## src/rtl/sparse_matrix_multiply_trace_macros.svh

```systemverilog
// assertion macros shared by the matrix engine modules
// no dependencies
`ifndef SPARSE_MATRIX_MULTIPLY_TRACE_MACROS_SVH
`define SPARSE_MATRIX_MULTIPLY_TRACE_MACROS_SVH
// implication checked every clock outside reset
`define SMM_ASSERT_IMP(label, clk, rst_n, ante, cons) \
	label: assert property (@(posedge clk) disable iff (!rst_n) (ante) |-> (cons)) \
		else $error("assertion failed");
// implication whose consequence is checked in the cycle after the antecedent
`define SMM_ASSERT_NEXT(label, clk, rst_n, ante, cons) \
	label: assert property (@(posedge clk) disable iff (!rst_n) (ante) |=> (cons)) \
		else $error("assertion failed");
`endif

```

## src/rtl/smm_pkg.sv

```systemverilog
// shared types and constants of the sparse matrix engine
// no dependencies
package smm_pkg;
	localparam int MaxDim = 64;
	localparam int IdxBits = $clog2(MaxDim);
	localparam int AddrBits = 2 * IdxBits;
	localparam int ElemBits = 16;
	localparam int AccBits = 48;
	localparam int DimBits = 7;

	typedef enum logic [2:0] {
		REQ_WR_A  = 3'd0,
		REQ_WR_B  = 3'd1,
		REQ_MUL   = 3'd2,
		REQ_RD_C  = 3'd3,
		REQ_TRACE = 3'd4,
		REQ_CLEAR = 3'd5,
		REQ_RSV6  = 3'd6,
		REQ_RSV7  = 3'd7
	} req_t;

	typedef enum logic {
		CFG_ROWS = 1'b0,
		CFG_COLS = 1'b1
	} cfg_idx_t;

	typedef struct packed {
		req_t                        kind;
		logic [IdxBits-1:0]          row;
		logic [IdxBits-1:0]          col;
		logic signed [ElemBits-1:0]  value;
	} item_t;

	// dimension above the store size counts as the store size
	function automatic logic [DimBits-1:0] clamp_dim(input logic [DimBits-1:0] d);
		clamp_dim = (d > DimBits'(MaxDim)) ? DimBits'(MaxDim) : d;
	endfunction
endpackage

```

## src/rtl/smm_front.sv

```systemverilog
// front end: accepts items into a two-entry queue
// depends on smm_pkg
module smm_front (
	input  logic                clk,
	input  logic                arst_n,
	input  logic                push,
	input  smm_pkg::item_t      push_item,
	input  logic                pop,
	output logic                full,
	output logic                head_valid,
	output smm_pkg::item_t      head_item
);
	smm_pkg::item_t mem_q [2];
	logic rd_q, wr_q;
	logic [1:0] cnt_q;
	logic do_push, do_pop;

	assign full = (cnt_q == 2'd2);
	assign head_valid = (cnt_q != 2'd0);
	assign head_item = mem_q[rd_q];
	assign do_push = push && !full;
	assign do_pop = pop && head_valid;

	always_ff @(posedge clk) begin
		if (do_push) begin
			mem_q[wr_q] <= push_item;
		end
	end

	always_ff @(posedge clk or negedge arst_n) begin
		if (!arst_n) begin
			rd_q <= 1'b0;
			wr_q <= 1'b0;
			cnt_q <= 2'd0;
		end else begin
			if (do_push) wr_q <= ~wr_q;
			if (do_pop) rd_q <= ~rd_q;
			cnt_q <= cnt_q + 2'(do_push) - 2'(do_pop);
		end
	end

`include "sparse_matrix_multiply_trace_macros.svh"
	`SMM_ASSERT_IMP(a_no_overflow, clk, arst_n, full, !push || pop || cnt_q == 2'd2)
	`SMM_ASSERT_IMP(a_cnt_range, clk, arst_n, 1'b1, cnt_q != 2'd3)
	`SMM_ASSERT_NEXT(a_pop_only_valid, clk, arst_n, do_pop && !do_push && cnt_q == 2'd1,
		!head_valid)
endmodule

```

## config.mk

```make
export PLATFORM = sky130hd
export DESIGN_NAME = smm_front
export DESIGN_NICKNAME = d
export VERILOG_FILES = /design/src/rtl/smm_pkg.sv /design/src/rtl/smm_front.sv
export VERILOG_INCLUDE_DIRS = /design/src /design/src/rtl
export SDC_FILE = /design/constraint.sdc
export NUM_CORES = 1
export LEC_CHECK = 0
export BUFFER_PORTS_ARGS = -buffer_cell sky130_fd_sc_hd__clkbuf_2
export CORE_MARGIN = 3
export CORE_UTILIZATION = 40
export CTS_CLUSTER_SIZE = 20
export DETAILED_ROUTE_END_ITERATION = 8
export PLACE_DENSITY_LB_ADDON = 0.25
export SKIP_LAST_GASP = 1
export SLEW_MARGIN = 20
export SYNTH_ARGS = -nofsm -noshare
export SYNTH_HDL_FRONTEND = slang
export SYNTH_SLANG_ARGS = --single-unit
export TNS_END_PERCENT = 50
```

## constraint.sdc

```tcl
create_clock -name clk -period 7.8 [get_ports clk]
set_clock_uncertainty 0.15 [all_clocks]
set_input_delay 2.34 -clock clk [delete_from_list [all_inputs] [get_ports clk]]
set_output_delay 2.34 -clock clk [all_outputs]
set_load 0.01 [all_outputs]
```

==> run_results.csv <==
group,metric,value,unit
routing,dr.pass1.iters,4,
power,p_int,775,uW
die,io_pins,68,
worst_setup_path,cp_slowest_stage_delay,660,ps
power,power,1.11,mW
yosys,synth_seq_cells,66,
timing,hold_viol,0,
final_layout,multiInputGateArea,467,sq um
routing,ant_nets,0,
hold_path,holdPathStages,1,
global_route,antenna_found_initial,0,
yosys,yosysSeqAreaShare,79.3,%
place,portBuffers,67,
status,outcome,"finished clean",
final_layout,final_cell_mix,"clkbuf_2, edfxtp_1, mux2_2",
timing,hold_ws,379,ps
hold_path,min_to,"cnt_q[0]$_DFF_PN0_",
worst_setup_path,crit_type,"reg2out",
timing,max_freq,0.228,GHz
final_layout,nFillCells,498,
timing,setup_ws,3410,ps
place,dp_slack,3750,ps
power,leakage,1.20,nW
routing,vias,1282,
power,switching_share,30.0,%
worst_setup_path,cp-end-kind,"output pin",
die,die_w,84.6,um
power,comb_power_share,30.6,%
die,dieArea,0.00716,sq mm
hold_path,min_from,"cnt_q[0]$_DFF_PN0_",
routing,first_iter_violations,46,
timing,rsz0062_at_grt,"no",
clocking,hold_buffers,0,
clocking,cts_setup_buffers,0,
yosys,syn_area,0.00247,sq mm
place,gp_congestion,0.699,
die,std_cell_rows,28,
clocking,numCtsBuffers,9,
final_layout,final_common_cell,"clkbuf_2",
hold_path,hold_path_class,"reg2reg",
worst_setup_path,cp.required,5310,ps
final_layout,final_cells,271,
worst_setup_path,critPathSlowestCell,"dfrtp_1",
place,place_hpwl,3.05,mm
yosys,syn-mean-instance-area,21.5,sq um
timing,max_slew_margin,38.9,%
yosys,ys_types,15,
worst_setup_path,arrival,1900,ps
global_route,grt_overflow,0,
timing,period_share,56.3,%
final_layout,flow.area_growth_from_synthesis,23.7,%
clocking,clockBufferDepth,2,
timing,worstMarginPinSlew,914,ps
worst_setup_path,cp-start-kind,"flip-flop",
timing,setup_tns,0,ps
worst_setup_path,rr_worst_depth,3,
routing,drt_wl_total,4.15,mm
worst_setup_path,cp_cell_sequence,"buf_4 -> mux2_2 -> clkbuf_2",
final_layout,fin_nets,228,
power,seq_power_share,47.2,%
final_layout,drive_gt1_share,60.2,%
global_route,grt_max_degree,32,
place,place_area,0.00288,sq mm
yosys,syn-instance-count,115,
power,clockPowerShare,22.2,%
global_route,grt_usage,12.4,%
die,core_region_area,0.00596,sq mm
final_layout,regArea,0.00196,sq mm
global_route,grt_pass1_wl,6.63,mm
final_layout,antenna-diode-count,0,
clocking,numClockSinks,66,
power,power_density,362,mW/mm^2
clocking,clkTransAtPathRegs,70,ps
worst_setup_path,timing.rr.start,"cnt_q[1]$_DFF_PN0_",
global_route,first_global_vias,1384,
timing,setup-violations-final,0,
worst_setup_path,reg2reg_to,"mem_q[0][20]$_DFFE_PP_",
yosys,ys.flop_type,"edfxtp_1",
power,switchingPower,332,uW
clocking,worstSkewPairLatency,330,ps
timing,report.final.slew_viol_count,0,
yosys,synthArstFlopShare,6.06,%
routing,drcViolationCount,0,
worst_setup_path,rrSetupSlack,5850,ps
yosys,yosysWarnings,0,
power,ir_worst_vdd,0.208,mV
yosys,synth_edf_count,62,
die,start_util,41.5,%
die,die_h,84.6,um
final_layout,fin_area,0.00306,sq mm
clocking,cts_htree_levels,3,
run,max-cap-violations,0,
clocking,cts_root_buf,"clkbuf_8",
routing,wl_per_cell,15.3,um
timing,final.min_clock_period,4390,ps
routing,via_per_inst,4.73,
final_layout,utilization,51.4,%
place,dp.cells,255,
yosys,syn_nets,152,
clocking,cts_tree,"built",
clocking,cts_resized,0,
worst_setup_path,crit_fanout,20,
==> flip-flops by register name (all words and copies together) (netlist names) <==
name	flops
wr_q	1
rd_q	1
mem_q	62
cnt_q	2
==> kinds of logic after synthesis <==
family                     count (synthesis)  synth area share, %
xor gates and xnor gates                   4                 1.42
adders and majority gates                  2                 1.01
buffers and inverters                      6                 2.12
DFF                                       66                 79.3
muxes                                     31                 14.7
and+or+nand+nor                            6                 1.42
==> area by class of cell <==
type	instances	share of cell area [%]
inverters	2	0.245
clock inverters	6	1.39
multi-input cells	43	15.2
repair buffers	69	11.4
clock buffers	10	4.50
well taps	75	3.07
flip-flops and latches	66	64.1
==> critical path, delay by kind of cell (launching register included) <==
kind | cells | cell delay (ps)
DFF | 1 | 660
muxes | 1 | 380
buffers and inverters | 2 | 520
==> power groups by stage <==
| stage | sequential [mW] | combinational [mW] | clock (mW) |
|---|---|---|---|
| floorplan | 0.511 | 0.252 | 0 |
| finish | 0.522 | 0.339 | 0.246 |
| CTS | 0.524 | 0.348 | 0.255 |
| detailed placement | 0.531 | 0.347 | 0 |
| global route | 0.530 | 0.371 | 0.273 |
| global placement | 0.525 | 0.339 | 0 |
==> layer usage <==
metal	part of all wire [%]	vias up	global-route usage, %
met2	52	51	20.6
li1	-	599	-
met1	39	625	13.6
met4	1.5	0	6.62
met5	0	-	0
met3	7.5	7	5.10
==> Yosys cell counts, types with 2 or more instances <==
master	n	area, sq um
edfxtp_1	62	1860
ha_1	2	25.0
buf_6	4	45.0
mux2_4	4	60.1
xnor2_1	3	26.3
mux2_2	27	304
dfrtp_1	4	100
inv_1	2	7.51
==> worst max-delay path by stage <==
stage | from | to | slack, ps | depth (start not counted)
after CTS | rd_q$_DFFE_PN0P_ | head_item[1] | 3360 | 3
after global placement | rd_q$_DFFE_PN0P_ | head_item[16] | 3790 | 3
after global routing | rd_q$_DFFE_PN0P_ | head_item[17] | 3280 | 3
final | rd_q$_DFFE_PN0P_ | head_item[1] | 3410 | 3
after floorplan | push | mem_q[0][0]$_DFFE_PP_ | 3480 | 2
after detailed placement | rd_q$_DFFE_PN0P_ | head_item[1] | 3750 | 3
(Power assumes the default switching activity.)
